## src/hdl/astw_pkg.sv

```systemverilog
`timescale 1ns / 1ps
// ----------------------------------------------------------------------------
// astw_pkg
// Types, constants and helpers shared by the text writer files.
// ----------------------------------------------------------------------------
package astw_pkg;

  localparam int MAX_PARAMS = 16;
  localparam int MAX_COLS   = 240;
  localparam int MAX_ROWS   = 80;
  localparam int PIDX_W     = $clog2(MAX_PARAMS);
  localparam int PARAM_W    = 16;

  localparam logic [7:0] MIN_COLS = 8'd20;
  localparam logic [6:0] MIN_ROWS = 7'd6;
  localparam logic [7:0] RST_COLS = 8'd120;
  localparam logic [6:0] RST_ROWS = 7'd40;
  localparam logic [7:0] TOP_COLS = 8'(MAX_COLS);
  localparam logic [6:0] TOP_ROWS = 7'(MAX_ROWS);

  localparam logic [9:0] CURSOR_TOP = 10'sd511;

  // characters
  localparam logic [7:0] CH_LF    = 8'h0A;
  localparam logic [7:0] CH_CR    = 8'h0D;
  localparam logic [7:0] CH_ESC   = 8'h1B;
  localparam logic [7:0] CH_LBR   = 8'h5B;
  localparam logic [7:0] CH_M     = 8'h6D;
  localparam logic [7:0] CH_SEMI  = 8'h3B;
  localparam logic [7:0] CH_0     = 8'h30;
  localparam logic [7:0] CH_9     = 8'h39;
  localparam logic [7:0] FINAL_LO = 8'h40;
  localparam logic [7:0] FINAL_HI = 8'h7E;
  localparam logic [7:0] CH_SPACE = 8'h20;

  // SGR codes
  localparam logic [15:0] SGR_RESET = 16'd0;
  localparam logic [15:0] SGR_BOLD  = 16'd1;
  localparam logic [15:0] SGR_DIM   = 16'd2;
  localparam logic [15:0] SGR_UNDER = 16'd4;
  localparam logic [15:0] SGR_REV   = 16'd7;
  localparam logic [15:0] SGR_FG_LO = 16'd30;
  localparam logic [15:0] SGR_FG_HI = 16'd37;
  localparam logic [15:0] SGR_FG_X  = 16'd38;
  localparam logic [15:0] SGR_BG_LO = 16'd40;
  localparam logic [15:0] SGR_BG_HI = 16'd47;
  localparam logic [15:0] SGR_BG_X  = 16'd48;
  localparam logic [15:0] SGR_FB_LO = 16'd90;
  localparam logic [15:0] SGR_FB_HI = 16'd97;
  localparam logic [15:0] SGR_BB_LO = 16'd100;
  localparam logic [15:0] SGR_BB_HI = 16'd107;
  localparam logic [15:0] SGR_SEL_RGB = 16'd2;
  localparam logic [15:0] SGR_SEL_IDX = 16'd5;

  localparam logic [7:0] ATTR_HEAVY = 8'h01;
  localparam logic [7:0] ATTR_FAINT = 8'h02;
  localparam logic [7:0] ATTR_UNDER = 8'h04;
  localparam logic [7:0] ATTR_REV   = 8'h08;

  localparam logic [15:0] COLOUR_DEF = 16'hFFFF;

  localparam logic CFG_WIDTH  = 1'b0;
  localparam logic CFG_HEIGHT = 1'b1;

  typedef enum logic [2:0] {
    REQ_TEXT   = 3'd0,
    REQ_MOVE   = 3'd1,
    REQ_STYLE  = 3'd2,
    REQ_RSTYLE = 3'd3,
    REQ_CLEAR  = 3'd4,
    REQ_END    = 3'd5
  } req_t;

  typedef enum logic [1:0] {
    PM_TEXT = 2'd0,
    PM_ESC  = 2'd1,
    PM_CSI  = 2'd2
  } pmode_t;

  typedef enum logic [2:0] {
    SG_NORM, SG_SEL, SG_IDX, SG_R, SG_G, SG_B
  } sgr_st_t;

  typedef struct packed {
    logic [15:0] fg;
    logic [15:0] bg;
    logic [7:0]  attr;
  } style_t;

  localparam logic OUT_CELL  = 1'b0;
  localparam logic OUT_CLEAR = 1'b1;

  function automatic logic [2:0] lead_len(input logic [7:0] c);
    if (!c[7])                  return 3'd1;
    if ((c & 8'hE0) == 8'hC0)   return 3'd2;
    if ((c & 8'hF0) == 8'hE0)   return 3'd3;
    if ((c & 8'hF8) == 8'hF0)   return 3'd4;
    return 3'd1;
  endfunction

  // colour cube level: saturate at 255 then c*6/256
  function automatic logic [2:0] cube(input logic [15:0] c);
    logic [7:0]  s;
    logic [10:0] p;
    s = (c > 16'd255) ? 8'hFF : c[7:0];
    p = 11'(s) * 11'd6;
    return p[10:8];
  endfunction

  function automatic logic [9:0] sat_inc(input logic [9:0] v);
    return (v == CURSOR_TOP) ? CURSOR_TOP : v + 10'd1;
  endfunction

endpackage

```

## src/hdl/astw_req_if.sv

```systemverilog
`timescale 1ns / 1ps
// ----------------------------------------------------------------------------
// astw_req_if
// Request channel: valid/ready handshake with the request payload.
// ----------------------------------------------------------------------------
interface astw_req_if;
  logic              valid;
  logic              ready;
  logic [2:0]        req_type;
  logic [7:0]        text_byte;
  logic signed [9:0] pos_x;
  logic signed [9:0] pos_y;
  logic signed [15:0] style_fg;
  logic signed [15:0] style_bg;
  logic [7:0]        style_attr;

  modport source (output valid, req_type, text_byte, pos_x, pos_y, style_fg,
                  style_bg, style_attr, input ready);
  modport sink   (input valid, req_type, text_byte, pos_x, pos_y, style_fg,
                  style_bg, style_attr, output ready);
endinterface

// ----------------------------------------------------------------------------
// astw_cell_if
// Result channel: cell writes and grid clears.
// ----------------------------------------------------------------------------
interface astw_cell_if;
  logic               valid;
  logic               ready;
  logic               out_kind;
  logic [7:0]         cell_x;
  logic [6:0]         cell_y;
  logic [31:0]        glyph_bytes;
  logic [2:0]         glyph_len;
  logic signed [15:0] cell_fg;
  logic signed [15:0] cell_bg;
  logic [7:0]         cell_attr;

  modport source (output valid, out_kind, cell_x, cell_y, glyph_bytes, glyph_len,
                  cell_fg, cell_bg, cell_attr, input ready);
  modport sink   (input valid, out_kind, cell_x, cell_y, glyph_bytes, glyph_len,
                  cell_fg, cell_bg, cell_attr, output ready);
endinterface

```

## src/hdl/ansi_sgr_text_writer_unit.sv

```systemverilog
`timescale 1ns / 1ps
// ----------------------------------------------------------------------------
// ansi_sgr_text_writer_unit
// Text writer with cursor, style and an ANSI SGR escape parser.
// ----------------------------------------------------------------------------
// Use:
//  in_if  : requests (text byte, move, set style, reset style, clear, end).
//  out_if : cell writes and grid clears, at most one per request.
//  cfg_*  : plain write port; index 0 screen width, index 1 screen height;
//           the user must write it only while the block is idle; not enforced.
// Timing:
//  A request is taken on a handshake; its result, if any, sits in the output
//  register from the next cycle on. Ordinary requests run at one per cycle
//  while the result side keeps up.
//  The SGR final byte 'm' walks the stored CSI parameters out of the
//  parameter RAM, one per cycle, with requests locked out until the walk and
//  its registered read data are done. The RAM's single read port sets this rate.
// Reset: cursor home, default style, parser in plain text, width 120 and
//  height 40. Parameter slots are cleared by a valid-bit vector.
// Stall: while a result waits untaken, no new request is taken.
// ----------------------------------------------------------------------------
module ansi_sgr_text_writer_unit
  import astw_pkg::*;
(
  input  logic         clk,
  input  logic         rst_n,
  astw_req_if.sink     in_if,
  astw_cell_if.source  out_if,
  input  logic         cfg_we,
  input  logic         cfg_index,
  input  logic [7:0]   cfg_wdata
);

  // configuration
  logic [7:0] width_r;
  logic [6:0] height_r;
  logic [7:0] effw;
  logic [6:0] effh;

  // parser and glyph state
  pmode_t            mode_r, mode_nxt;
  logic [PIDX_W-1:0] pidx_r, pidx_nxt;
  logic [15:0]       cur_param_r, cur_param_nxt;
  logic [MAX_PARAMS-1:0] pvld_r, pvld_nxt;
  logic [31:0]       gbuf_r, gbuf_nxt;
  logic [2:0]        gneed_r, gneed_nxt;
  logic [2:0]        gtot_r, gtot_nxt;
  logic [9:0]        col_r, col_nxt;
  logic [9:0]        row_r, row_nxt;
  style_t            sty_r, sty_nxt;

  // SGR walk
  logic              iss_r, iss_nxt;
  logic [PIDX_W-1:0] rd_addr_r, rd_addr_nxt;
  logic              d_vld_r;
  logic              d_last_r;
  logic [PIDX_W-1:0] d_addr_r;
  sgr_st_t           sg_r, sg_nxt;
  logic              ext_bg_r, ext_bg_nxt;
  logic              rgb_ok_r, rgb_ok_nxt;
  logic [2:0]        cr_r, cr_nxt;
  logic [2:0]        cg_r, cg_nxt;

  // parameter RAM
  logic              ram_we;
  logic [15:0]       ram_rdata;

  // output register
  logic        ov_r, ov_nxt;
  logic        okind_r, okind_nxt;
  logic [7:0]  ox_r, ox_nxt;
  logic [6:0]  oy_r, oy_nxt;
  logic [31:0] ogb_r, ogb_nxt;
  logic [2:0]  olen_r, olen_nxt;
  style_t      osty_r, osty_nxt;

  logic busy;
  logic acc;

  assign effw = (width_r < MIN_COLS) ? MIN_COLS :
                (width_r > TOP_COLS) ? TOP_COLS : width_r;
  assign effh = (height_r < MIN_ROWS) ? MIN_ROWS :
                (height_r > TOP_ROWS) ? TOP_ROWS : height_r;

  assign busy        = iss_r || d_vld_r;
  assign in_if.ready = rst_n && !busy && (!ov_r || out_if.ready);
  assign acc         = in_if.valid && in_if.ready;

  astw_ram #(.WIDTH(PARAM_W), .DEPTH(MAX_PARAMS)) u_params (
    .clk   (clk),
    .we    (ram_we),
    .waddr (pidx_r),
    .wdata (cur_param_nxt),
    .raddr (rd_addr_r),
    .rdata (ram_rdata)
  );

  // one plain SGR code
  function automatic style_t apply_code(input logic [15:0] v, input style_t s);
    style_t o;
    o = s;
    if (v == SGR_RESET) begin
      o.fg = COLOUR_DEF; o.bg = COLOUR_DEF; o.attr = 8'h00;
    end else if (v == SGR_BOLD)  o.attr = s.attr | ATTR_HEAVY;
    else if (v == SGR_DIM)       o.attr = s.attr | ATTR_FAINT;
    else if (v == SGR_UNDER)     o.attr = s.attr | ATTR_UNDER;
    else if (v == SGR_REV)       o.attr = s.attr | ATTR_REV;
    else if (v >= SGR_FG_LO && v <= SGR_FG_HI) o.fg = v - SGR_FG_LO;
    else if (v >= SGR_BG_LO && v <= SGR_BG_HI) o.bg = v - SGR_BG_LO;
    else if (v >= SGR_FB_LO && v <= SGR_FB_HI) o.fg = v - SGR_FB_LO + 16'd8;
    else if (v >= SGR_BB_LO && v <= SGR_BB_HI) o.bg = v - SGR_BB_LO + 16'd8;
    return o;
  endfunction

  always_comb begin
    logic [7:0]  b;
    logic        fall;
    logic        emit;
    logic        norm;
    logic [15:0] v;
    logic [19:0] prod;
    logic [2:0]  ll;
    logic [5:0]  pos;
    logic [15:0] rgb;

    mode_nxt      = mode_r;
    pidx_nxt      = pidx_r;
    cur_param_nxt = cur_param_r;
    pvld_nxt      = pvld_r;
    gbuf_nxt      = gbuf_r;
    gneed_nxt     = gneed_r;
    gtot_nxt      = gtot_r;
    col_nxt       = col_r;
    row_nxt       = row_r;
    sty_nxt       = sty_r;
    iss_nxt       = iss_r;
    rd_addr_nxt   = rd_addr_r;
    sg_nxt        = sg_r;
    ext_bg_nxt    = ext_bg_r;
    rgb_ok_nxt    = rgb_ok_r;
    cr_nxt        = cr_r;
    cg_nxt        = cg_r;
    ram_we        = 1'b0;
    ov_nxt        = ov_r && !out_if.ready;
    okind_nxt     = okind_r;
    ox_nxt        = ox_r;
    oy_nxt        = oy_r;
    ogb_nxt       = ogb_r;
    olen_nxt      = olen_r;
    osty_nxt      = osty_r;
    b             = in_if.text_byte;
    fall          = 1'b0;
    emit          = 1'b0;
    norm          = 1'b0;
    v             = pvld_r[d_addr_r] ? ram_rdata : 16'd0;
    prod          = 20'(cur_param_r) * 20'd10 + 20'(b - CH_0);
    ll            = lead_len(b);
    pos           = 6'(d_addr_r);
    rgb           = 16'd16 + 16'(cr_r) * 16'd36 + 16'(cg_r) * 16'd6 + 16'(cube(v));

    // parameter walk: issue side
    if (iss_r) begin
      if (rd_addr_r == pidx_r) iss_nxt = 1'b0;
      else rd_addr_nxt = rd_addr_r + 1'b1;
    end

    // parameter walk: data side
    if (d_vld_r) begin
      case (sg_r)
        SG_NORM: norm = 1'b1;
        SG_SEL: begin
          if (v == SGR_SEL_RGB && rgb_ok_r) sg_nxt = SG_R;
          else if (v == SGR_SEL_IDX) sg_nxt = SG_IDX;
          else norm = 1'b1;
        end
        SG_IDX: begin
          if (ext_bg_r) sty_nxt.bg = v; else sty_nxt.fg = v;
          sg_nxt = SG_NORM;
        end
        SG_R: begin cr_nxt = cube(v); sg_nxt = SG_G; end
        SG_G: begin cg_nxt = cube(v); sg_nxt = SG_B; end
        SG_B: begin
          if (ext_bg_r) sty_nxt.bg = rgb; else sty_nxt.fg = rgb;
          sg_nxt = SG_NORM;
        end
        default: sg_nxt = SG_NORM;
      endcase
      if (norm) begin
        sg_nxt = SG_NORM;
        if ((v == SGR_FG_X || v == SGR_BG_X) && (pos + 6'd2 <= 6'(pidx_r))) begin
          ext_bg_nxt = (v == SGR_BG_X);
          rgb_ok_nxt = (pos + 6'd4 <= 6'(pidx_r));
          sg_nxt     = SG_SEL;
        end else begin
          sty_nxt = apply_code(v, sty_r);
        end
      end
    end

    if (acc) begin
      case (req_t'(in_if.req_type))
        REQ_TEXT: begin
          if (mode_r == PM_CSI) begin
            if (b >= FINAL_LO && b <= FINAL_HI) begin
              mode_nxt = PM_TEXT;
              if (b == CH_M) begin
                iss_nxt     = 1'b1;
                rd_addr_nxt = '0;
                sg_nxt      = SG_NORM;
              end
            end else if (b >= CH_0 && b <= CH_9) begin
              cur_param_nxt    = (prod > 20'hFFFF) ? 16'hFFFF : prod[15:0];
              ram_we           = 1'b1;
              pvld_nxt[pidx_r] = 1'b1;
            end else if (b == CH_SEMI) begin
              if (pidx_r != PIDX_W'(MAX_PARAMS - 1)) begin
                pidx_nxt      = pidx_r + 1'b1;
                cur_param_nxt = 16'd0;
              end
            end
          end else if (mode_r == PM_ESC) begin
            mode_nxt = PM_TEXT;
            if (b == CH_LBR) begin
              mode_nxt      = PM_CSI;
              pvld_nxt      = '0;
              pidx_nxt      = '0;
              cur_param_nxt = 16'd0;
            end else begin
              fall = 1'b1;
            end
          end else begin
            fall = 1'b1;
          end

          if (fall) begin
            if (gneed_r != 3'd0) begin
              gbuf_nxt  = gbuf_r | (32'(b) << {gtot_r[1:0], 3'b000});
              gtot_nxt  = gtot_r + 3'd1;
              gneed_nxt = gneed_r - 3'd1;
              emit      = (gneed_r == 3'd1);
            end else if (b == CH_LF) begin
              row_nxt = sat_inc(row_r);
            end else if (b == CH_CR) begin
              // ignored
            end else if (b == CH_ESC) begin
              mode_nxt = PM_ESC;
            end else begin
              gbuf_nxt  = 32'(b);
              gtot_nxt  = 3'd1;
              gneed_nxt = ll - 3'd1;
              emit      = (ll == 3'd1);
            end
          end

          if (emit) begin
            if (!col_r[9] && (col_r[8:0] < 9'(effw)) &&
                !row_r[9] && (row_r[8:0] < 9'(effh))) begin
              ov_nxt    = 1'b1;
              okind_nxt = OUT_CELL;
              ox_nxt    = col_r[7:0];
              oy_nxt    = row_r[6:0];
              ogb_nxt   = gbuf_nxt;
              olen_nxt  = gtot_nxt;
              osty_nxt  = sty_r;
            end
            col_nxt   = sat_inc(col_r);
            gbuf_nxt  = 32'd0;
            gtot_nxt  = 3'd0;
            gneed_nxt = 3'd0;
          end
        end
        REQ_MOVE: begin
          col_nxt = in_if.pos_x;
          row_nxt = in_if.pos_y;
        end
        REQ_STYLE: begin
          sty_nxt.fg   = in_if.style_fg;
          sty_nxt.bg   = in_if.style_bg;
          sty_nxt.attr = in_if.style_attr;
        end
        REQ_RSTYLE: begin
          sty_nxt.fg = COLOUR_DEF; sty_nxt.bg = COLOUR_DEF; sty_nxt.attr = 8'h00;
        end
        REQ_CLEAR: begin
          col_nxt       = 10'd0;
          row_nxt       = 10'd0;
          ov_nxt        = 1'b1;
          okind_nxt     = OUT_CLEAR;
          ox_nxt        = 8'd0;
          oy_nxt        = 7'd0;
          ogb_nxt       = 32'(CH_SPACE);
          olen_nxt      = 3'd1;
          osty_nxt.fg   = COLOUR_DEF;
          osty_nxt.bg   = COLOUR_DEF;
          osty_nxt.attr = 8'h00;
        end
        REQ_END: begin
          mode_nxt  = PM_TEXT;
          gbuf_nxt  = 32'd0;
          gneed_nxt = 3'd0;
          gtot_nxt  = 3'd0;
        end
        default: ;
      endcase
    end
  end

  always_ff @(posedge clk) begin
    if (!rst_n) begin
      width_r  <= RST_COLS;
      height_r <= RST_ROWS;
      mode_r   <= PM_TEXT;
      pidx_r   <= '0;
      cur_param_r <= 16'd0;
      pvld_r   <= '0;
      gbuf_r   <= 32'd0;
      gneed_r  <= 3'd0;
      gtot_r   <= 3'd0;
      col_r    <= 10'd0;
      row_r    <= 10'd0;
      sty_r    <= '{fg: COLOUR_DEF, bg: COLOUR_DEF, attr: 8'h00};
      iss_r    <= 1'b0;
      rd_addr_r <= '0;
      d_vld_r  <= 1'b0;
      d_last_r <= 1'b0;
      sg_r     <= SG_NORM;
      ov_r     <= 1'b0;
    end else begin
      if (cfg_we) begin
        if (cfg_index == CFG_WIDTH) width_r <= cfg_wdata;
        else height_r <= cfg_wdata[6:0];
      end
      mode_r      <= mode_nxt;
      pidx_r      <= pidx_nxt;
      cur_param_r <= cur_param_nxt;
      pvld_r      <= pvld_nxt;
      gbuf_r      <= gbuf_nxt;
      gneed_r     <= gneed_nxt;
      gtot_r      <= gtot_nxt;
      col_r       <= col_nxt;
      row_r       <= row_nxt;
      sty_r       <= sty_nxt;
      iss_r       <= iss_nxt;
      rd_addr_r   <= rd_addr_nxt;
      d_vld_r     <= iss_r;
      d_last_r    <= iss_r && (rd_addr_r == pidx_r);
      sg_r        <= sg_nxt;
      ov_r        <= ov_nxt;
    end
  end

  // payload, no reset
  always_ff @(posedge clk) begin
    d_addr_r <= rd_addr_r;
    ext_bg_r <= ext_bg_nxt;
    rgb_ok_r <= rgb_ok_nxt;
    cr_r     <= cr_nxt;
    cg_r     <= cg_nxt;
    okind_r  <= okind_nxt;
    ox_r     <= ox_nxt;
    oy_r     <= oy_nxt;
    ogb_r    <= ogb_nxt;
    olen_r   <= olen_nxt;
    osty_r   <= osty_nxt;
  end

  assign out_if.valid       = ov_r;
  assign out_if.out_kind    = okind_r;
  assign out_if.cell_x      = ox_r;
  assign out_if.cell_y      = oy_r;
  assign out_if.glyph_bytes = ogb_r;
  assign out_if.glyph_len   = olen_r;
  assign out_if.cell_fg     = osty_r.fg;
  assign out_if.cell_bg     = osty_r.bg;
  assign out_if.cell_attr   = osty_r.attr;

  // no request is taken while the parameter walk runs
  a_walk_lock: assert property (@(posedge clk) disable iff (!rst_n)
    busy |-> !in_if.ready) else $error("request taken during SGR walk");

  // the last walked parameter follows the issue of the last address
  a_last_data: assert property (@(posedge clk) disable iff (!rst_n)
    d_last_r |-> (d_vld_r && !iss_r)) else $error("walk end out of step");

  // inside a CSI sequence no glyph is half collected
  a_csi_glyph: assert property (@(posedge clk) disable iff (!rst_n)
    (mode_r == PM_CSI) |-> (gneed_r == 3'd0)) else $error("glyph open in CSI");

  // a cell write always lands inside the screen
  a_cell_in: assert property (@(posedge clk) disable iff (!rst_n)
    (ov_r && okind_r == OUT_CELL) |-> (ox_r < effw && oy_r < effh))
    else $error("cell write off screen");

endmodule

```

## src/hdl/astw_ram.sv

```systemverilog
`timescale 1ns / 1ps
// ----------------------------------------------------------------------------
// astw_ram
// Generic single write, single read RAM with registered read data.
// ----------------------------------------------------------------------------
module astw_ram #(
  parameter int WIDTH = 16,
  parameter int DEPTH = 16
) (
  input  logic                     clk,
  input  logic                     we,
  input  logic [$clog2(DEPTH)-1:0] waddr,
  input  logic [WIDTH-1:0]         wdata,
  input  logic [$clog2(DEPTH)-1:0] raddr,
  output logic [WIDTH-1:0]         rdata
);

  logic [WIDTH-1:0] mem [DEPTH];

  always_ff @(posedge clk) begin
    if (we) begin
      mem[waddr] <= wdata;
    end
    rdata <= mem[raddr];
  end

endmodule
```

## src/flat_wrapper.sv

```systemverilog
// flat-port wrapper written by rule: the top's interface ports become plain ports
module ansi_sgr_text_writer_unit_flat import astw_pkg::*;
  (clk, rst_n, cfg_we, cfg_index, cfg_wdata, in_if_valid, in_if_req_type, in_if_text_byte, in_if_pos_x, in_if_pos_y, in_if_style_fg, in_if_style_bg, in_if_style_attr, in_if_ready, out_if_valid, out_if_out_kind, out_if_cell_x, out_if_cell_y, out_if_glyph_bytes, out_if_glyph_len, out_if_cell_fg, out_if_cell_bg, out_if_cell_attr, out_if_ready);
  astw_req_if in_if_i ();
  astw_cell_if out_if_i ();
  input  logic clk;
  input  logic rst_n;
  input  logic cfg_we;
  input  logic cfg_index;
  input  logic [7:0] cfg_wdata;
  input wire logic [$bits(in_if_i.valid)-1:0] in_if_valid;
  input wire logic [$bits(in_if_i.req_type)-1:0] in_if_req_type;
  input wire logic [$bits(in_if_i.text_byte)-1:0] in_if_text_byte;
  input wire logic [$bits(in_if_i.pos_x)-1:0] in_if_pos_x;
  input wire logic [$bits(in_if_i.pos_y)-1:0] in_if_pos_y;
  input wire logic [$bits(in_if_i.style_fg)-1:0] in_if_style_fg;
  input wire logic [$bits(in_if_i.style_bg)-1:0] in_if_style_bg;
  input wire logic [$bits(in_if_i.style_attr)-1:0] in_if_style_attr;
  output wire logic [$bits(in_if_i.ready)-1:0] in_if_ready;
  output wire logic [$bits(out_if_i.valid)-1:0] out_if_valid;
  output wire logic [$bits(out_if_i.out_kind)-1:0] out_if_out_kind;
  output wire logic [$bits(out_if_i.cell_x)-1:0] out_if_cell_x;
  output wire logic [$bits(out_if_i.cell_y)-1:0] out_if_cell_y;
  output wire logic [$bits(out_if_i.glyph_bytes)-1:0] out_if_glyph_bytes;
  output wire logic [$bits(out_if_i.glyph_len)-1:0] out_if_glyph_len;
  output wire logic [$bits(out_if_i.cell_fg)-1:0] out_if_cell_fg;
  output wire logic [$bits(out_if_i.cell_bg)-1:0] out_if_cell_bg;
  output wire logic [$bits(out_if_i.cell_attr)-1:0] out_if_cell_attr;
  input wire logic [$bits(out_if_i.ready)-1:0] out_if_ready;
  assign in_if_i.valid = in_if_valid;
  assign in_if_i.req_type = in_if_req_type;
  assign in_if_i.text_byte = in_if_text_byte;
  assign in_if_i.pos_x = in_if_pos_x;
  assign in_if_i.pos_y = in_if_pos_y;
  assign in_if_i.style_fg = in_if_style_fg;
  assign in_if_i.style_bg = in_if_style_bg;
  assign in_if_i.style_attr = in_if_style_attr;
  assign in_if_ready = in_if_i.ready;
  assign out_if_valid = out_if_i.valid;
  assign out_if_out_kind = out_if_i.out_kind;
  assign out_if_cell_x = out_if_i.cell_x;
  assign out_if_cell_y = out_if_i.cell_y;
  assign out_if_glyph_bytes = out_if_i.glyph_bytes;
  assign out_if_glyph_len = out_if_i.glyph_len;
  assign out_if_cell_fg = out_if_i.cell_fg;
  assign out_if_cell_bg = out_if_i.cell_bg;
  assign out_if_cell_attr = out_if_i.cell_attr;
  assign out_if_i.ready = out_if_ready;
  ansi_sgr_text_writer_unit u_core (.clk(clk), .rst_n(rst_n), .in_if(in_if_i), .out_if(out_if_i), .cfg_we(cfg_we), .cfg_index(cfg_index), .cfg_wdata(cfg_wdata));
endmodule
```

## config.mk

```make
export PLATFORM = sky130hd
export DESIGN_NAME = ansi_sgr_text_writer_unit_flat
export DESIGN_NICKNAME = d
export VERILOG_FILES = /design/src/hdl/astw_pkg.sv /design/src/hdl/astw_req_if.sv /design/src/hdl/ansi_sgr_text_writer_unit.sv /design/src/hdl/astw_ram.sv /design/src/flat_wrapper.sv
export SDC_FILE = /design/constraint.sdc
export NUM_CORES = 1
export LEC_CHECK = 0
export BUFFER_PORTS_ARGS = -buffer_cell sky130_fd_sc_hd__buf_2
export CAP_MARGIN = 20
export CORE_ASPECT_RATIO = 0.8
export CORE_MARGIN = 3
export CORE_UTILIZATION = 45
export DETAILED_ROUTE_END_ITERATION = 12
export PLACE_DENSITY = 0.73
export SLEW_MARGIN = 10
export SYNTH_ARGS = -nofsm -noshare
export SYNTH_HDL_FRONTEND = slang
export SYNTH_SLANG_ARGS = --single-unit
```

## constraint.sdc

```tcl
create_clock -name clk -period 34.1 [get_ports clk]
set_input_delay 5.115 -clock clk [delete_from_list [all_inputs] [get_ports clk]]
set_output_delay 5.115 -clock clk [all_outputs]
set_load 0.05 [all_outputs]
```

* Word level (Yosys, flattened, before mapping)
Memory sizes are Yosys's and may differ from the RTL's. A register that Yosys moved wholly into a read port is not among the register bits. Cells that the tools add are included. Widths: inputs -> output; s select.
Storage, ports and cells: register bits after elaboration 264, bits in writable memories 256, input port bits 85, output and inout port bits 93, memories 1
Memory list:
- u_core.u_params.mem | words 16, bits a word 16, read ports 1, clocked after Yosys merged registers in 1, wr ports 1, line astw_ram.sv:18 | logic [WIDTH-1:0] mem [DEPTH];
Operators by class: $add $sub $neg 20, multipliers 4, $lt $le $gt $ge 25, eq/ne operators 48, shifts and indexed selects 1, multiplexer cells 184, bitwise logic cells 3, reductions and logical operators 45
Operators with widths (count):
- $mux 16 | 27
- $mux 32 | 12
- $mux 40 | 7
- $pmux 32 s2 | 3
- $pmux 40 s2 | 2
- $mux 3 | 31
- $mux 4 | 18
- $mux 10 | 6
- $pmux 10 s3 | 2
- $eq 16x3->1 const B | 3
- $mux 1 | 46
- $mux 8 | 5
- $add 16x4->16 const B | 2
- $eq 16x6->1 const B | 2
- $ge 16x7->1 const B | 2
- $le 16x6->1 const B | 2
- $le 16x7->1 const B | 2
- $or 32x32->32 | 1
- $shl 8x5->32 | 1
- $sub 16x7->16 const B | 2
- $mux 7 | 4
- $add 10x1->10 const B | 2
- $add 20x20->20 | 1
- $eq 10x9->1 const B | 2
- other kinds (75) | 145

* Depth between registers and ports, before layout
Gate-level depths: netlist of the first run.
word-level depth 23, depth in mapped cells 29, depth with buffers taken out 26

* By module
Synthesis of the first run repeated with hierarchy kept, for this count alone.
Unflattened totals: cell total of the unflattened synthesis 2353, area total of the unflattened synthesis 26464.1 um^2
By module, submodules not included:
- ansi_sgr_text_writer_unit | times used 1, cells an instance 1921, area an instance 16422.0 um^2, seq. area each 6276.0 um^2
- astw_ram | times used 1, cells an instance 432, area an instance 10042.1 um^2, seq. area each 8007.7 um^2

* Least setup slack after synthesis of the first run
OpenSTA, ideal clock, no wires.
kind input to register, start point in in_if_text_byte[5], end point reg u_core.osty_r, in the netlist u_core.out_if.cell_attr[0] (enable), arrival 13.671 ns, required time 33.421 ns, slack 19.750 ns, stages on the path 10, path buffers 1, path through clkbuf_1 -> inv_1 -> ha_1 -> and4_4 -> a21oi_4 -> nand2_2 -> o32a_1 -> a2111oi_0 -> o21ai_0 -> a211oi_1
Between the ends: longest elaborated chain between the ends 19, elaborated cells on any way between the ends 38, classes of those cells eq/ne: 9; mux: 28; reduce/logical: 1
RTL lines:
- from (decl) | line flat_wrapper.sv:13 | input wire logic [$bits(in_if_i.text_byte)-1:0] in_if_text_byte;
- $eq 5x5->1 | line astw_pkg.sv:97 | if ((c & 8'hF8) == 8'hF0) return 3'd4;
- $mux 1 (2 in a row) | line astw_pkg.sv:97
- $mux 1 | line astw_pkg.sv:96 | if ((c & 8'hF0) == 8'hE0) return 3'd3;
- $mux 1 | line astw_pkg.sv:95 | if ((c & 8'hE0) == 8'hC0) return 3'd2;
- $mux 3 | line astw_pkg.sv:98 | return 3'd1;
- $mux 3 | line astw_pkg.sv:97
- $mux 3 | line astw_pkg.sv:96
- $mux 3 | line astw_pkg.sv:95
- [2 not listed]
- $mux 1 | line ansi_sgr_text_writer_unit.sv:243 | end else if (b == CH_CR) begin
- $mux 1 | line ansi_sgr_text_writer_unit.sv:241 | end else if (b == CH_LF) begin
- $mux 1 | line ansi_sgr_text_writer_unit.sv:236 | if (gneed_r != 3'd0) begin
- $mux 1 * | line ansi_sgr_text_writer_unit.sv:235 | if (fall) begin
- $mux 1 * | line ansi_sgr_text_writer_unit.sv:201 | case (req_t'(in_if.req_type))
- $mux 1 * | line ansi_sgr_text_writer_unit.sv:200 | if (acc) begin
- $ne 2x1->1 (no line) *
- $reduce_and 4->1 (no line) *
- to (signal assigned) | line ansi_sgr_text_writer_unit.sv:364 | osty_r <= osty_nxt;
- to (decl) | line ansi_sgr_text_writer_unit.sv:75 | style_t osty_r, osty_nxt;
Every way passes the cells marked *; elsewhere a longest branch is shown, timed or not. The select of a mux whose other input is x is not followed. A chain may end at the register's enable or synchronous reset.

* Worst setup path after layout of the first run
start point in rst_n, end point out in_if_ready
Between the ends: longest elaborated chain between the ends 2
RTL lines:
- from (decl) | line flat_wrapper.sv:7 | input logic rst_n;
- $logic_and 1x1->1 (2 in a row) | line ansi_sgr_text_writer_unit.sv:86 | assign in_if.ready = rst_n && !busy && (!ov_r || out_if.ready);
- to (decl) | line flat_wrapper.sv:19 | output wire logic [$bits(in_if_i.ready)-1:0] in_if_ready;
No other way between the ends.

==> implementation parameters, run 1 <==
Parameter                              Value

Outcome
  Status    complete, no violations

Placement
  Cell Count Post-Placement    approximately 3100
  Placed wire-length estimate    49.08 mm
  PortBufs    about 180
  Global placement routability congestion    around 0.96

Worst setup path
  Largest delay share family, worst path    buffers and inverters
  Critical path depth in cells    4
  Number of cells on the worst reg-to-reg path    25
  Worst EP required    28.98 ns
  Buffering stage count on the worst path with inverters included    3
  Highest-delay cell along the critical path    buf_4
  Largest driver fanout on the critical path    40
  Endpoint class of the critical path    primary output
  Critical Path Max Stage Delay    around 0.36 ns
  Worst path cell trace    buf_2 -> buf_4 -> and3_1 -> buf_2
  Kind of critical path    in -> out
  Dominant cell type by count on the critical path    buf_2
  Critical Path Source Type    input port
  Data arrival time of the critical path    roughly 6 ns

Synth
  Part of the Yosys area used for sequential elements    about 53%
  Most frequently used flop master after synthesis    edfxtp_1
  Post-synthesis cell area    26730 um^2
  Post-synth EDFFs    around 360
  Yosys reg bits    536
  Number of distinct library cell variants in the gate-level netlist after synthesis    just over 100
  YS warnings    0
  Post-synth net total    ~2500
  Number of instances in the synthesized netlist    around 2300
  Avg Synthesized Cell Area    about 12 um^2
  Async SR Flop Fraction    0%

STA
  Sum Neg Setup Slack    0 ns
  Final Hold Vio Count    0
  Clock Skew    around 0.068 ns
  Number of setup violations in the final report    0
  Highest clock frequency the design can meet    0.08953 GHz
  Period utilisation layout    between 30% and 40%
  Max-slew headroom at the worst pin    23.03%
  Transition time at the pin with the least slew margin    around 1.2 ns
  RSZ-0062 raised after global routing    false
  Final slew viol count    0
  Final critical-path required period    around 11 ns

Global routing
  Total global routing track utilization    22.79%
  Vias in the first global route    slightly below 20000
  Residual overflow from global routing    0
  Largest net degree at the start of global routing    70
  First-pass GRT wire length    111.6 mm
  Number of antenna violations at the first check in global routing    5

Drt
  Total iterations of the first detailed-routing run    6
  DR WL/cell    22.52 um
  Vias per inst    between 6 and 7
  Final routed DRC violation total    0
  Routed via count    approximately 20000
  Drt first-iter violations    around 2200
  Detail Route Antenna Nets    0
  Final Routed Wirelength    73.14 mm

Floorplan
  # IOs    178
  Row Count    79
  Die Area    between 60000 and 70000 um^2
  Die Wd    roughly 280 um
  Core area    just under 60000 um^2
  Initial core utilization    a little under half
  Die height    224.0 um

Clocking
  Level count of the clock H-tree    2
  Inserted Clock Buffers    52
  Insertion delay of the later-clocked pin in the worst-skew pair    about 0.65 ns
  Longest Clk Path Bufs    3
  Number of gates resized after CTS    0
  CTS clock-pin slew for the worst setup and hold paths    ~0.060 ns
  Hold buffers post-CTS    0
  Count of buffers added by post-CTS timing repair for setup    0
  CTS Root Buffer Type    clkbuf_16
  Sinks on Clock Net    536
  Clock tree from TritonCTS    yes

Power
  PwrDens    between 40 and 50 nW/um^2
  Worst IR drop on VDD    around 0.048 mV
  Static leakage power    10.30 nW
  Total design power    roughly 1.4 mW

Hold path
  Path class of the lowest-slack min-delay path    reg -> reg
  Hold path depth    2

Finish
  Final standard cell utilization of the core    approximately 52%
  Fin nets    between 2000 and 3000
  Share of cells above drive strength 1    19.18%
  Highest-count cells in the layout ignoring fill and taps    edfxtp_1, nor2_1, dfxtp_1
  Synthesis-to-finish area growth    13.09%
  Number of cells in the finished layout apart from fillers    ~3200
  Most common cell after layout, fill and taps aside    edfxtp_1

Flow run
  Maxcap violations    0
==> report_power, final <==
part	internal (mW)	total (mW)	leakage, nW	switching (mW)
Combinational	0.0178	0.0543	5.28	0.0365
Sequential	0.690	0.694	4.15	0.00394
Clock	0.347	0.607	0.875	0.260
==> layer usage <==
metal,GRT usage [%],share of wire (%),up-vias
li1,-,-,8991
met2,35.09,45,942
met5,0,0,-
met3,4.043,8.2,147
met1,32.81,44,9870
met4,7.756,2.9,0
==> state kept, by name (all words and copies together) (netlist names), 4 cells and up <==
register / cells
u_core.u_params.rdata: 16
u_core.sty_r: 40
u_core.cur_param_r: 16
u_core.out_if.cell_x: 8
u_core.out_if.cell_y: 7
u_core.d_addr_r: 4
u_core.gbuf_r: 32
u_core.pvld_r: 16
u_core.u_params.mem: 256
u_core.col_r: 10
u_core.pidx_r: 4
u_core.out_if.cell_attr: 8
u_core.row_r: 10
u_core.height_r: 7
u_core.out_if.cell_bg: 16
u_core.width_r: 8
u_core.out_if.glyph_bytes: 32
u_core.out_if.cell_fg: 16
u_core.rd_addr_r: 4
==> Yosys cell counts, types with 9 or more instances <==
| cell type | count | area, um^2 |
|---|---|---|
| nor3_1 | 49 | 245.2 |
| nand4_1 | 17 | 106.4 |
| and3_1 | 30 | 187.7 |
| inv_1 | 56 | 210.2 |
| o21ai_0 | 86 | 430.4 |
| nand2_1 | 156 | 585.6 |
| mux4_2 | 82 | 1847 |
| nor4_1 | 15 | 93.84 |
| a21o_1 | 38 | 285.3 |
| a31oi_1 | 34 | 212.7 |
| xor2_1 | 23 | 201.4 |
| ha_1 | 118 | 1476 |
| edfxtp_1 | 355 | 10660 |
| a22oi_1 | 56 | 420.4 |
| nand2b_1 | 27 | 168.9 |
| o211ai_1 | 9 | 67.56 |
| a221oi_1 | 12 | 105.1 |
| buf_1 | 14 | 52.55 |
| a211oi_1 | 25 | 187.7 |
| dfxtp_1 | 181 | 3623 |
| or2_2 | 44 | 275.3 |
| a21oi_1 | 150 | 750.7 |
| and2_1 | 14 | 87.58 |
| nor2b_1 | 60 | 375.4 |
| nand3_1 | 47 | 235.2 |
| xnor2_1 | 40 | 350.3 |
| o21a_1 | 9 | 67.56 |
| clkbuf_1 | 104 | 390.4 |
| a21boi_0 | 10 | 75.07 |
| buf_2 | 10 | 50.05 |
| or3_1 | 10 | 62.56 |
| nor2_1 | 200 | 750.7 |
==> tightest hold or removal path, stage by stage (launching register included) <==
cell and delay (ns):
dfxtp_1 0.31, nand2_1 0.05, a21boi_1 0.05
==> final cells by class <==
class | instances | area (um^2)
Tap cell | 769 | 962.2
Timing Repair Buffer | 218 | 1252
Clock inverter | 28 | 369.1
Antenna cell | 3 | 7.507
Sequential cell | 536 | 14290
Fill cell | 4895 | 28190
Multi-Input combinational cell | 1569 | 11690
Inverter | 57 | 214.0
Clock buffer | 68 | 1444
==> logic make-up after synthesis <==
kind of cell / synth area share, %
flip-flops: 53.44
multiplexers: 7.372
AND/OR/NAND/NOR: 13.54
adder cells (fa/ha/maj): 5.898
buffers and inverters: 2.982
XOR/XNOR: 2.125
AO/OA/AOI/OAI: 14.65
==> through the flow <==
stage | hold slack (ns) | setup slack (ns) | cell area, um^2
final | 0.4566 | 22.93 | 30230
after CTS | 0.4569 | 22.95 | 30110
after floorplan | 0.3290 | 19.75 | 26730
after global routing | 0.4867 | 22.87 | 30230
after global placement | 0.4376 | 22.97 | 28280
after detailed placement | 0.4479 | 22.95 | 28290
==> final timing paths <==
path                      start           endpoint  slack (ns)
max                       rst_n        in_if_ready       22.93
min           u_core.gbuf_r[31]  u_core.gbuf_r[31]        0.46
max reg2reg  u_core.d_addr_r[2]   u_core.sty_r[14]       27.34
min reg2reg   u_core.gbuf_r[31]  u_core.gbuf_r[31]        0.46
(Power assumes the default switching activity.)
==> inputs of run 2 (changes only) <==
--- a/config.mk
+++ b/config.mk
@@ -11,7 +11,7 @@
 export CORE_MARGIN = 3
 export CORE_UTILIZATION = 45
 export DETAILED_ROUTE_END_ITERATION = 12
-export PLACE_DENSITY = 0.73
+export PLACE_DENSITY = 0.76
 export SLEW_MARGIN = 10
 export SYNTH_ARGS = -nofsm -noshare
 export SYNTH_HDL_FRONTEND = slang
==> constraint.sdc (replaced) <==
create_clock -name clk -period 10.15 [get_ports clk]
set_input_delay 1.5225 -clock clk [delete_from_list [all_inputs] [get_ports clk]]
set_output_delay 1.5225 -clock clk [all_outputs]
set_load 0.05 [all_outputs]
==> implementation parameters, run 2 (synthesized netlist as in run 1, its figures left out) <==
Parameter                              Value

Worst setup path
  Worst path cell trace    mux2i_1 -> and3_1 -> o31ai_2 -> nand2_2 -> a21oi_1 -> ha_1 -> a21o_1 -> a211oi_1 -> a21oi_1 -> or2_2 -> a21o_1 -> inv_1 -> fa_1 -> inv_1 -> ha_1 -> fa_1 -> a21oi_1 -> o21bai_1 -> xor2_1 -> a32o_1 -> a211o_1 -> a21o_1 -> a221oi_1 -> o21ai_1
  Critical Path Source Type    register
  Worst EP required    10.60 ns (-18.38 ns)
  Flop2flop setup slack    3.76 ns (-23.58 ns)
  Endpoint class of the critical path    register
  Critical Path Max Stage Delay    0.62 ns (+0.26 ns)
  Reg2Reg Launch Point    u_core.d_addr_r[2]
  Buffering stage count on the worst path with inverters included    2 (-1)
  Data arrival time of the critical path    6.85 ns (+0.80 ns)
  Largest delay share family, worst path    compound AO/OA/AOI/OAI gates
  Kind of critical path    reg -> reg
  Number of cells on the worst reg-to-reg path    24 (-4.0%)
  Largest driver fanout on the critical path    24 (-40%)
  Highest-delay cell along the critical path    o31ai_2
  Crit Reg-Reg Endpoint    u_core.sty_r[14]

Hold path
  Path class of the lowest-slack min-delay path    reg -> reg
  Hold Path Sink    u_core.gneed_r[1]
  Critical hold path startpoint    u_core.gneed_r[1]
  Hold path depth    2 (unchanged)

Drt
  Drt first-iter violations    2499 (+13%)
  Final routed DRC violation total    0 (unchanged)
  Final Routed Wirelength    74.52 mm (+1.9%)
  Routed via count    20213 (+1.3%)
  Vias per inst    6.214 (+1.2%)
  Total iterations of the first detailed-routing run    6 (unchanged)
  Detail Route Antenna Nets    0 (unchanged)
  DR WL/cell    22.91 um (+1.7%)

Finish
  Most common cell after layout, fill and taps aside    edfxtp_1
  Share of cells above drive strength 1    19.56% (+0.37 points)
  Fin nets    2646 (+0.15%)
  Final standard cell utilization of the core    51.67% (-0.079 points)
  Synthesis-to-finish area growth    12.92%
  Number of cells in the finished layout apart from fillers    3253 (+0.15%)
  Largest register by flop count    u_core.u_params.mem
  Filler Cells Inserted    4923 (+0.57%)
  Top Registers    u_core.u_params.mem (256), u_core.sty_r (40)
  Highest-count cells in the layout ignoring fill and taps    edfxtp_1, nor2_1, dfxtp_1
  Flip-flop count of the largest register after layout    256 (unchanged)

Global routing
  Total global routing track utilization    23.43% (+0.64 points)
  Largest net degree at the start of global routing    70 (unchanged)
  Number of antenna violations at the first check in global routing    7 (+2)
  First-pass GRT wire length    115.1 mm (+3.1%)
  Residual overflow from global routing    0 (unchanged)
  Vias in the first global route    19563 (+1.1%)

Power
  Switching power total    1.006 mW (+240%)
  Total design power    4.500 mW (+230%)
  Clock share of power    44.1% (-0.7 points)
  Fraction of power spent switching nets    22.36% (+0.21 points)
  Worst IR drop on VDD    0.1290 mV (+170%)
  Static leakage power    10.22 nW (-0.84%)
  PwrDens    149.1 nW/um^2 (+230%)
  Combinational power share    4.1% (about the same)
  Cell-internal power    3.493 mW (+230%)
  Part of the power in registers    51.8% (+0.6 points)

Floorplan
  Die height    224.0 um (unchanged)
  Core area    58420 um^2 (unchanged)
  # IOs    178 (unchanged)
  Die Area    62380 um^2 (unchanged)
  Die Wd    278.5 um (unchanged)
  Initial core utilization    45.76% (unchanged)
  Row Count    79 (unchanged)

Clocking
  Insertion delay of the later-clocked pin in the worst-skew pair    0.62 ns (-0.03 ns)
  Longest Clk Path Bufs    3 (unchanged)
  Level count of the clock H-tree    2 (unchanged)
  CTS clock-pin slew for the worst setup and hold paths    0.07 ns (about the same)
  CTS Root Buffer Type    clkbuf_16
  Clock tree from TritonCTS    yes
  Inserted Clock Buffers    50 (-3.8%)
  Hold buffers post-CTS    0 (unchanged)
  Number of gates resized after CTS    0 (unchanged)
  Sinks on Clock Net    536 (unchanged)
  Count of buffers added by post-CTS timing repair for setup    0 (unchanged)

Placement
  Placed wire-length estimate    50.47 mm (+2.8%)
  PortBufs    177 (unchanged)
  Cell Count Post-Placement    3151 (+0.32%)
  Global placement routability congestion    0.9733 (+1.7%)

STA
  Tightest hold margin    0.4546 ns (-0.002026 ns)
  Final slew viol count    0 (unchanged)
  Max-slew headroom at the worst pin    23.42% (+0.39 points)
  Final Hold Vio Count    0 (unchanged)
  Highest clock frequency the design can meet    between 0.15 and 0.2 GHz
  Period utilisation layout    62.98%
  Number of setup violations in the final report    0 (unchanged)
  Final critical-path required period    6.392 ns
  Sum Neg Setup Slack    0 ns (unchanged)
  RSZ-0062 raised after global routing    false
  Transition time at the pin with the least slew margin    1.140 ns (-0.01458 ns)
  Clock Skew    0.03354 ns (-0.03492 ns)

Outcome
  Status    complete, no violations

Flow run
  Maxcap violations    0 (unchanged)
-- run 2: tightest hold or removal path, delay by kind of cell (launching register included) --
kind,cells,cell delay [ns]
and+or+nand+nor,1,0.05
DFF,1,0.31
AOI/OAI and AO/OA,1,0.05
-- run 2: worst max path at each step --
stage / start / to / slack [ns] / cells after the start
floorplan: in_if_text_byte[5] / u_core.out_if.cell_attr[0] / 2.57 / 10
global placement: u_core.cur_param_r[1] / u_core.u_params.mem[6][14] / 3.98 / 24
detailed placement: u_core.cur_param_r[1] / u_core.u_params.mem[10][5] / 3.67 / 23
CTS: u_core.cur_param_r[1] / u_core.u_params.mem[11][5] / 3.58 / 23
global route: u_core.d_addr_r[2] / u_core.sty_r[14] / 3.35 / 24
finish: u_core.d_addr_r[2] / u_core.sty_r[14] / 3.76 / 24
-- run 2: metrics by stage --
stage	setup WS, ns	area, um^2
floorplan	2.565	26740
global placement	3.976	28360
detailed placement	3.671	28370
CTS	3.583	30110
global route	3.348	30180
finish	3.758	30180
-- run 2: area by class of cell --
type	instances	area, um^2	area share [%]
diodes	4	10.01	0.03316
flip-flops and latches	536	14290	47.34
clock buffers	65	1358	4.498
inverters	57	214.0	0.7088
clock inverters	29	382.9	1.268
well taps	769	962.2	3.188
repair buffers	224	1277	4.232
multi-input cells	1569	11690	38.73
-- run 2: layer usage --
metal	vias to the layer above	global-route usage, %	share of wire, %
met5	-	0	0.058
met3	174	4.105	9.2
met4	2	7.909	3.1
met2	1092	36.21	46
met1	9930	33.65	42
li1	9015	-	-
-- run 2: power by group through the flow --
stage	sequential, mW	clock (mW)	combinational [mW]
after floorplan	2.39	0	0.102
after global placement	2.38	0	0.176
after detailed placement	2.38	0	0.181
after CTS	2.33	2.01	0.182
after global routing	2.33	2.10	0.200
final	2.33	1.99	0.185
